[config.mk]
export PLATFORM = sky130hd
export DESIGN_NAME = go_back_n_sender
export DESIGN_NICKNAME = d
export VERILOG_FILES = /design/src/rtl/gbn_pkg.sv /design/src/rtl/gbn_ram.sv /design/src/rtl/gbn_ctrl.sv /design/src/rtl/gbn_dp.sv /design/src/rtl/go_back_n_sender.sv
export SDC_FILE = /design/constraint.sdc
export NUM_CORES = 2
export LEC_CHECK = 0
export CORE_UTILIZATION = 31
export DETAILED_ROUTE_END_ITERATION = 16
export DONT_BUFFER_PORTS = 1
export SETUP_SLACK_MARGIN = 0.4
export SYNTH_ARGS = -nofsm -noshare
export SYNTH_HDL_FRONTEND = slang
export SYNTH_HIERARCHICAL = 1
export SYNTH_SLANG_ARGS = --single-unit
[constraint.sdc]
create_clock -name clk -period 9.2 [get_ports clk]
set_input_delay 0.92 -clock clk [delete_from_list [all_inputs] [get_ports clk]]
set_output_delay 0.92 -clock clk [all_outputs]
set_load 0.05 [all_outputs]
[src/rtl/gbn_pkg.sv]
// ----------------------------------------------------------------------------
// gbn_pkg: shared types and constants of the go-back-n sender
// Window size, ring geometry, action codes, transfer structs and the
// command/status structs between controller and datapath.
// ----------------------------------------------------------------------------
package gbn_pkg;

	localparam int WINDOW       = 4;
	localparam int PAYLOAD_BITS = 64;
	localparam int RING_SLOTS   = 2 * WINDOW;
	localparam int SLOT_W       = $clog2(RING_SLOTS);
	localparam int CNT_W        = $clog2(WINDOW + 1);

	typedef enum logic [1:0] {
		ACT_SEND    = 2'd0,
		ACT_ACK     = 2'd1,
		ACT_TIMEOUT = 2'd2
	} action_t;

	typedef enum logic [1:0] {
		ST_IDLE,
		ST_RESEND,
		ST_DRAIN
	} state_t;

	typedef struct packed {
		logic [1:0]  action;
		logic [63:0] payload;
		logic [31:0] ack_number;
		logic        ack_checksum_ok;
		logic [31:0] expired_seq;
	} item_t;

	typedef struct packed {
		logic        accepted;
		logic        packet_valid;
		logic [31:0] packet_seq;
		logic [63:0] packet_payload;
		logic        timer_stop;
		logic [31:0] timer_stop_seq;
		logic        timer_start;
		logic [31:0] timer_start_seq;
		logic        window_full;
		logic        last;
	} result_t;

	// controller to datapath
	typedef struct packed {
		logic take;   // item accepted this cycle
		logic rd_en;  // issue one ring read for a resend
	} cmd_t;

	// datapath to controller
	typedef struct packed {
		logic resend;     // current item is a timeout with packets outstanding
		logic last_read;  // the read issued now is the final one
	} stat_t;

	function automatic logic [SLOT_W-1:0] slot_of(input logic [31:0] seq);
		return SLOT_W'(seq % RING_SLOTS);
	endfunction

endpackage

[src/rtl/gbn_ram.sv]
// ----------------------------------------------------------------------------
// gbn_ram: generic simple dual-port RAM
// One write port, one read port with registered read data.
// ----------------------------------------------------------------------------
module gbn_ram #(
	parameter int WIDTH = 8,
	parameter int DEPTH = 8
) (
	input  logic                     clk,
	input  logic                     we,
	input  logic [$clog2(DEPTH)-1:0] waddr,
	input  logic [WIDTH-1:0]         wdata,
	input  logic                     re,
	input  logic [$clog2(DEPTH)-1:0] raddr,
	output logic [WIDTH-1:0]         rdata
);

	logic [WIDTH-1:0] mem_q [DEPTH];

	always_ff @(posedge clk) begin
		if (we) begin
			mem_q[waddr] <= wdata;
		end
		if (re) begin
			rdata <= mem_q[raddr];
		end
	end

endmodule

[src/rtl/gbn_ctrl.sv]
// ----------------------------------------------------------------------------
// gbn_ctrl: sender controller
// Accepts items while idle and sequences the ring reads of a resend.
// ----------------------------------------------------------------------------
module gbn_ctrl (
	input  logic          clk,
	input  logic          arst_n,
	input  logic          start,
	input  gbn_pkg::stat_t stat,
	output gbn_pkg::cmd_t cmd,
	output logic          busy
);

	gbn_pkg::state_t state_q, state_d;

	always_ff @(posedge clk or negedge arst_n) begin
		if (!arst_n) begin
			state_q <= gbn_pkg::ST_IDLE;
		end else begin
			state_q <= state_d;
		end
	end

	always_comb begin
		state_d = state_q;
		case (state_q)
			gbn_pkg::ST_IDLE: begin
				if (start && stat.resend) state_d = gbn_pkg::ST_RESEND;
			end
			gbn_pkg::ST_RESEND: begin
				if (stat.last_read) state_d = gbn_pkg::ST_DRAIN;
			end
			gbn_pkg::ST_DRAIN: begin
				state_d = gbn_pkg::ST_IDLE;
			end
			default: begin
				state_d = gbn_pkg::ST_IDLE;
			end
		endcase
	end

	always_comb begin
		busy      = 1'b1;
		cmd.take  = 1'b0;
		cmd.rd_en = 1'b0;
		case (state_q)
			gbn_pkg::ST_IDLE: begin
				busy     = 1'b0;
				cmd.take = start;
			end
			gbn_pkg::ST_RESEND: begin
				cmd.rd_en = 1'b1;
			end
			gbn_pkg::ST_DRAIN: begin
				busy = 1'b1;
			end
			default: begin
				busy = 1'b1;
			end
		endcase
	end

endmodule

[src/rtl/gbn_dp.sv]
// ----------------------------------------------------------------------------
// gbn_dp: sender datapath
// Window registers, payload ring, resend read stage and result register.
// ----------------------------------------------------------------------------
module gbn_dp (
	input  logic             clk,
	input  logic             arst_n,
	input  gbn_pkg::item_t   item,
	input  gbn_pkg::cmd_t    cmd,
	output gbn_pkg::stat_t   stat,
	output logic             strobe,
	output gbn_pkg::result_t result
);

	logic [31:0] base_q, next_q;
	logic        full_q;
	logic [gbn_pkg::CNT_W-1:0] count_q, idx_q;
	logic [31:0] expired_q;

	logic        rd_valid_s1, rd_first_s1, rd_last_s1;
	logic [31:0] rd_seq_s1;

	logic        strobe_q;
	gbn_pkg::result_t result_q;

	logic [31:0] outstanding, ack_off, new_base, rd_seq;
	logic [gbn_pkg::CNT_W-1:0] count_d;
	logic        is_send, is_ack, is_tmo, can_send, ack_good;
	logic        ram_we;
	logic [gbn_pkg::PAYLOAD_BITS-1:0] ram_rdata;
	gbn_pkg::result_t single;

	assign outstanding = next_q - base_q;
	assign ack_off     = item.ack_number - base_q;
	assign new_base    = item.ack_number + 32'd1;
	assign is_send     = item.action == gbn_pkg::ACT_SEND;
	assign is_ack      = item.action == gbn_pkg::ACT_ACK;
	assign is_tmo      = item.action == gbn_pkg::ACT_TIMEOUT;
	assign can_send    = !full_q && (outstanding < 32'(gbn_pkg::WINDOW));
	assign ack_good    = item.ack_checksum_ok && (ack_off < outstanding);
	assign count_d     = (outstanding > 32'(gbn_pkg::WINDOW)) ?
	                     gbn_pkg::CNT_W'(gbn_pkg::WINDOW) : outstanding[gbn_pkg::CNT_W-1:0];
	assign rd_seq      = base_q + 32'(idx_q);
	assign ram_we      = cmd.take && is_send && can_send;

	assign stat.resend    = is_tmo && (outstanding != 32'd0);
	assign stat.last_read = idx_q == (count_q - gbn_pkg::CNT_W'(1));

	gbn_ram #(
		.WIDTH(gbn_pkg::PAYLOAD_BITS),
		.DEPTH(gbn_pkg::RING_SLOTS)
	) u_ring (
		.clk  (clk),
		.we   (ram_we),
		.waddr(gbn_pkg::slot_of(next_q)),
		.wdata(item.payload[gbn_pkg::PAYLOAD_BITS-1:0]),
		.re   (cmd.rd_en),
		.raddr(gbn_pkg::slot_of(rd_seq)),
		.rdata(ram_rdata)
	);

	// single-result items: send, ack, timeout with nothing outstanding, unknown
	always_comb begin
		single = '0;
		single.window_full = full_q;
		single.last        = 1'b1;
		if (is_send && can_send) begin
			single.accepted       = 1'b1;
			single.packet_valid   = 1'b1;
			single.packet_seq     = next_q;
			single.packet_payload = 64'(item.payload[gbn_pkg::PAYLOAD_BITS-1:0]);
			if (outstanding == 32'd0) begin
				single.timer_start     = 1'b1;
				single.timer_start_seq = next_q;
			end
			single.window_full = (next_q + 32'd1 - base_q) == 32'(gbn_pkg::WINDOW);
		end else if (is_ack && ack_good) begin
			single.timer_stop     = 1'b1;
			single.timer_stop_seq = base_q;
			if (new_base != next_q) begin
				single.timer_start     = 1'b1;
				single.timer_start_seq = new_base;
			end
			single.window_full = 1'b0;
		end else if (is_tmo) begin
			single.timer_stop      = 1'b1;
			single.timer_stop_seq  = item.expired_seq;
			single.timer_start     = 1'b1;
			single.timer_start_seq = item.expired_seq;
		end
	end

	always_ff @(posedge clk or negedge arst_n) begin
		if (!arst_n) begin
			base_q      <= '0;
			next_q      <= '0;
			full_q      <= 1'b0;
			idx_q       <= '0;
			rd_valid_s1 <= 1'b0;
			strobe_q    <= 1'b0;
		end else begin
			if (cmd.take) begin
				idx_q <= '0;
				if (is_send && can_send) begin
					next_q <= next_q + 32'd1;
					full_q <= single.window_full;
				end
				if (is_ack && ack_good) begin
					base_q <= new_base;
					full_q <= 1'b0;
				end
			end else if (cmd.rd_en) begin
				idx_q <= idx_q + gbn_pkg::CNT_W'(1);
			end
			rd_valid_s1 <= cmd.rd_en;
			strobe_q    <= rd_valid_s1 || (cmd.take && !stat.resend);
		end
	end

	always_ff @(posedge clk) begin
		if (cmd.take) begin
			count_q   <= count_d;
			expired_q <= item.expired_seq;
		end
		if (cmd.rd_en) begin
			rd_seq_s1   <= rd_seq;
			rd_first_s1 <= idx_q == '0;
			rd_last_s1  <= stat.last_read;
		end
		if (rd_valid_s1) begin
			result_q.accepted        <= 1'b0;
			result_q.packet_valid    <= 1'b1;
			result_q.packet_seq      <= rd_seq_s1;
			result_q.packet_payload  <= 64'(ram_rdata);
			result_q.timer_stop      <= rd_first_s1;
			result_q.timer_stop_seq  <= rd_first_s1 ? expired_q : 32'd0;
			result_q.timer_start     <= rd_first_s1;
			result_q.timer_start_seq <= rd_first_s1 ? expired_q : 32'd0;
			result_q.window_full     <= full_q;
			result_q.last            <= rd_last_s1;
		end else if (cmd.take) begin
			result_q <= single;
		end
	end

	assign strobe = strobe_q;
	assign result = result_q;

endmodule

[src/rtl/go_back_n_sender.sv]
// ----------------------------------------------------------------------------
// go_back_n_sender: go-back-n ARQ sender
// Numbers outgoing payloads, keeps them in a ring until acknowledged and
// resends the whole outstanding window on a timer expiry.
// ----------------------------------------------------------------------------
// Usage:
//   Input channel: drive item and raise start; the item transfers at the
//   rising edge where start is high and busy is low.
//   Result channel: each result appears on result for exactly one cycle with
//   strobe high; the receiver takes it at the edge ending that cycle and
//   cannot hold it off. result.last marks the final result of an item.
//   A single-result item's result is registered and shows in the cycle after its item transfers.
//   Sends, acks, unknown actions and timeouts with nothing outstanding can
//   follow each other back to back; each gives one result.
//   A timeout with N packets outstanding (N up to the window size) reads the
//   payload ring once per cycle, as set by its single read port; its N results
//   arrive on consecutive cycles, through the registered ring read and the
//   result register, and busy stays high through the resend and drain states.
//   Reset: arst_n clears window base, next sequence number, full flag and the
//   controller; the payload ring is not cleared and needs no sweep.
// ----------------------------------------------------------------------------
module go_back_n_sender (
	input  logic             clk,
	input  logic             arst_n,
	input  logic             start,
	output logic             busy,
	input  gbn_pkg::item_t   item,
	output logic             strobe,
	output gbn_pkg::result_t result
);

	gbn_pkg::cmd_t  cmd;
	gbn_pkg::stat_t stat;

	// sequence item transfers and resend reads
	gbn_ctrl u_ctrl (
		.clk   (clk),
		.arst_n(arst_n),
		.start (start),
		.stat  (stat),
		.cmd   (cmd),
		.busy  (busy)
	);

	// hold window state, ring and the result register
	gbn_dp u_dp (
		.clk   (clk),
		.arst_n(arst_n),
		.item  (item),
		.cmd   (cmd),
		.stat  (stat),
		.strobe(strobe),
		.result(result)
	);

endmodule

==> results.toml <==
[outcome]
status = "completed"

[global_routing]
first_global_vias = 26700
track_usage = 0.181
grt_antenna_before_repair = 4
grt_max_degree = 118
overflow = 0
grt_pass1_wl_um = 186000

[detailed_routing]
wl_met2_um = 60200
dr.pass1.iters = 5
top_layer_used = "met5"
drcViolationCount = 0
drtIter0Drc = 2044
met3_length_um = 11100
vias = 26800
detail_route.wl_per_cell_um = 25.9
wl_met1_um = 54400
ant_nets = 0
drt-total-wl_um = 129000
via_per_inst = 5.38

[logic_synthesis]
synthFlopType = "edfxtp_1"
syn_area_sq_um = 42800
yosysUniqueCellTypes = 88
yosysSeqAreaShare = 0.611
synth_nets = 3435
netlist_instances = 3165
yosys_warnings = 6
synth_seq_cells = 883
syn_avg_cell_area_sq_um = 13.5
async_flop_share = 0.0815
synth_enable_flop_cells = 809

[job]
maxCapViolCount = 0

[sta]
tns_ns = 0
hold_viol = 0
maxSlewViolCount = 0
relSlewSlack = 0.115
hold_ws_ns = 0.106
period_share = 0.777
setup_viol = 0
fmax_ghz = 0.140
fin_skew_ns = 0.0489
rsz0062_at_grt = "false"
worstMarginPinSlew_ns = 1.32
min_period_ns = 7.15

[cts]
cts_max_level = 3
numClockSinks = 883
cts_buffers = 94
root_buffer = "clkbuf_16"
cts_tree = "yes"
clk_pin_slew_ns = 0.06
clock_path_buffers = 3
insertion_delay_ns = 0.72

[setup_path]
start_kind = "register"
cp-startpoint = "u_dp/base_q[1]"
crit_end = "u_dp/base_q[2]"
cp.arrival_ns = 7.68
worstSetupEndpointType = "register"
rr_worst_depth = 25
r2r_start = "u_dp/base_q[1]"
r2r_setup_slack_ns = 2.05
crit_type = "register to register"
cp.required_ns = 9.73
reg2reg_to = "u_dp/base_q[2]"
worstPathMaxFanout = 68

[power_and_ir_drop]
cellLeakagePower_nw = 16.5
p_sw_mw = 6.76
comb_power_share = 0.343
powerDensity_nw_per_um2 = 357
peakVddDrop_v = 0.000451
p_int_mw = 10.4
swShare = 0.395
clock_power_share = 0.228
p_seq_frac = 0.429

[placed_design]
place_congestion = 0.912
portBuffers = 0
dp.final_hpwl_um = 85800

[final_layout]
final_cell_mix = "809 x edfxtp_1, 263 x nand2_1, 229 x o21ai_0, 134 x xnor2_1, 131 x ha_1"
nNetsFinal = 3395
syn2layout_area_growth_pct = 12.0
drive_above_1_share = 0.130
mostFrequentLayoutCell = "edfxtp_1"

[min_path]
hold_path_class = "primary input to asynchronous set/reset pin"

[die]
io_pins = 302
die_h_um = 373
die_x_um = 373
core.rowCount = 135
core_sq_um = 136000
die_area_sq_um = 139000
start_util = 0.314
repair_timing:
action | in CTS | in global routing
setup endpoints to repair | 0 | 0
buffers inserted | 0 | 0
resized for setup | 0 | 0
hold endpoints to repair | 72 | 0
hold buffers | 1 | 0
metrics by stage:
step	power, mW	worst slack, ns	instance area (sq um)	util	cells
after CTS	17.3	2.06	47900	0.352	4979
after detailed placement	13.3	1.77	44700	0.328	4809
after global placement	13.3	1.82	44700	0.328	4809
after global routing	17.9	1.58	47900	0.352	4979
after floorplan	11.6	0.905	42800	-	3165
final	17.1	2.05	47900	0.352	4981
final cells by class:
type,instances,area (sq um)
Clock inverter,55,736
Clock buffer,114,2430
Antenna cell,2,5.00
Fill cell,13200,88200
Timing Repair Buffer,41,365
Sequential cell,883,26100
Tap cell,1781,2230
Multi-Input combinational cell,1992,15600
Inverter,113,425
worst min-delay path by stage:
stage | startpoint | end | slack (ns) | cells past startpoint
after detailed placement | u_dp/rd_last_s1 | u_dp/result[0] | 0.51 | 1
after global routing | arst_n | u_dp/base_q[18] | 0.1 | 1
final | arst_n | u_dp/base_q[18] | 0.11 | 1
after CTS | arst_n | u_dp/base_q[16] | 0.07 | 1
after global placement | u_dp/rd_last_s1 | u_dp/result[0] | 0.50 | 1
after floorplan | u_dp/full_q | u_dp/full_q | 0.47 | 2
critical path: stages, from the launching register on:
cell and delay, ns:
dfrtp_1 0.50, inv_1 0.29, fa_1 0.51, a21o_1 0.17, a21oi_1 0.26, o21ai_0 0.19
a221o_1 0.40, a221oi_1 0.47, o21ai_0 0.25, o21a_1 0.22, nor2_1 0.15, o21bai_1 0.08
a21oi_1 0.18, xnor2_1 0.09, ha_1 0.18, a21o_1 0.17, a21o_1 0.17, a21o_1 0.16
a21o_1 0.16, a21o_1 0.17, a21o_1 0.17, a221o_1 0.37, a31oi_4 0.18, buf_4 0.78
and2_1 0.50, o21ai_0 0.17
registers in the layout (all words and copies together), names as in the netlist:
signal	flops
u_dp/result	166
u_dp/rd_valid_s1	1
u_dp/count_q	3
u_dp/next_q	32
u_dp/expired_q	32
u_dp/strobe	1
u_dp/u_ring/rdata	64
u_dp/u_ring/mem_q	512
u_dp/full_q	1
u_dp/rd_seq_s1	32
u_dp/base_q	32
u_dp/idx_q	3
u_dp/rd_last_s1	1
u_dp/rd_first_s1	1
u_ctrl/state_q	2
logic make-up after synthesis:
logic type      Yosys count  synth area share
compound gates          614            0.0939
xor+xnor                211            0.0432
fa+ha+maj               136            0.0405
buf+inv                 290            0.0282
flops                   883             0.611
mux                     200            0.0861
simple gates            831            0.0971
synthesized netlist by cell type, types with 65 or more instances:
cell type | count | area (sq um)
nand2b_1 | 118 | 738
mux2_2 | 65 | 732
clkbuf_1 | 132 | 495
nand2_1 | 264 | 991
dfrtp_1 | 72 | 1800
nand3_1 | 76 | 380
nor2_1 | 120 | 450
ha_1 | 132 | 1650
inv_1 | 113 | 424
xnor2_1 | 135 | 1180
a21oi_1 | 101 | 505
xor2_1 | 76 | 666
o21ai_0 | 229 | 1150
edfxtp_1 | 809 | 24300
mux4_2 | 128 | 2880
power by group through the flow:
stage | Combinational [mW] | Sequential [mW] | Clock, mW
after floorplan | 4.48 | 7.11 | 0
after CTS | 5.92 | 7.37 | 4.00
final | 5.87 | 7.34 | 3.91
after global routing | 6.39 | 7.42 | 4.14
after global placement | 5.85 | 7.44 | 0
after detailed placement | 5.89 | 7.42 | 0
routing by layer:
| metal | vias to the layer above | global-route usage |
|---|---|---|
| li1 | 12000 | - |
| met1 | 13600 | 0.235 |
| met2 | 976 | 0.294 |
| met3 | 205 | 0.0539 |
| met4 | 4 | 0.0495 |
| met5 | - | 0 |
Note: power is estimated with default switching activity, not from simulation.
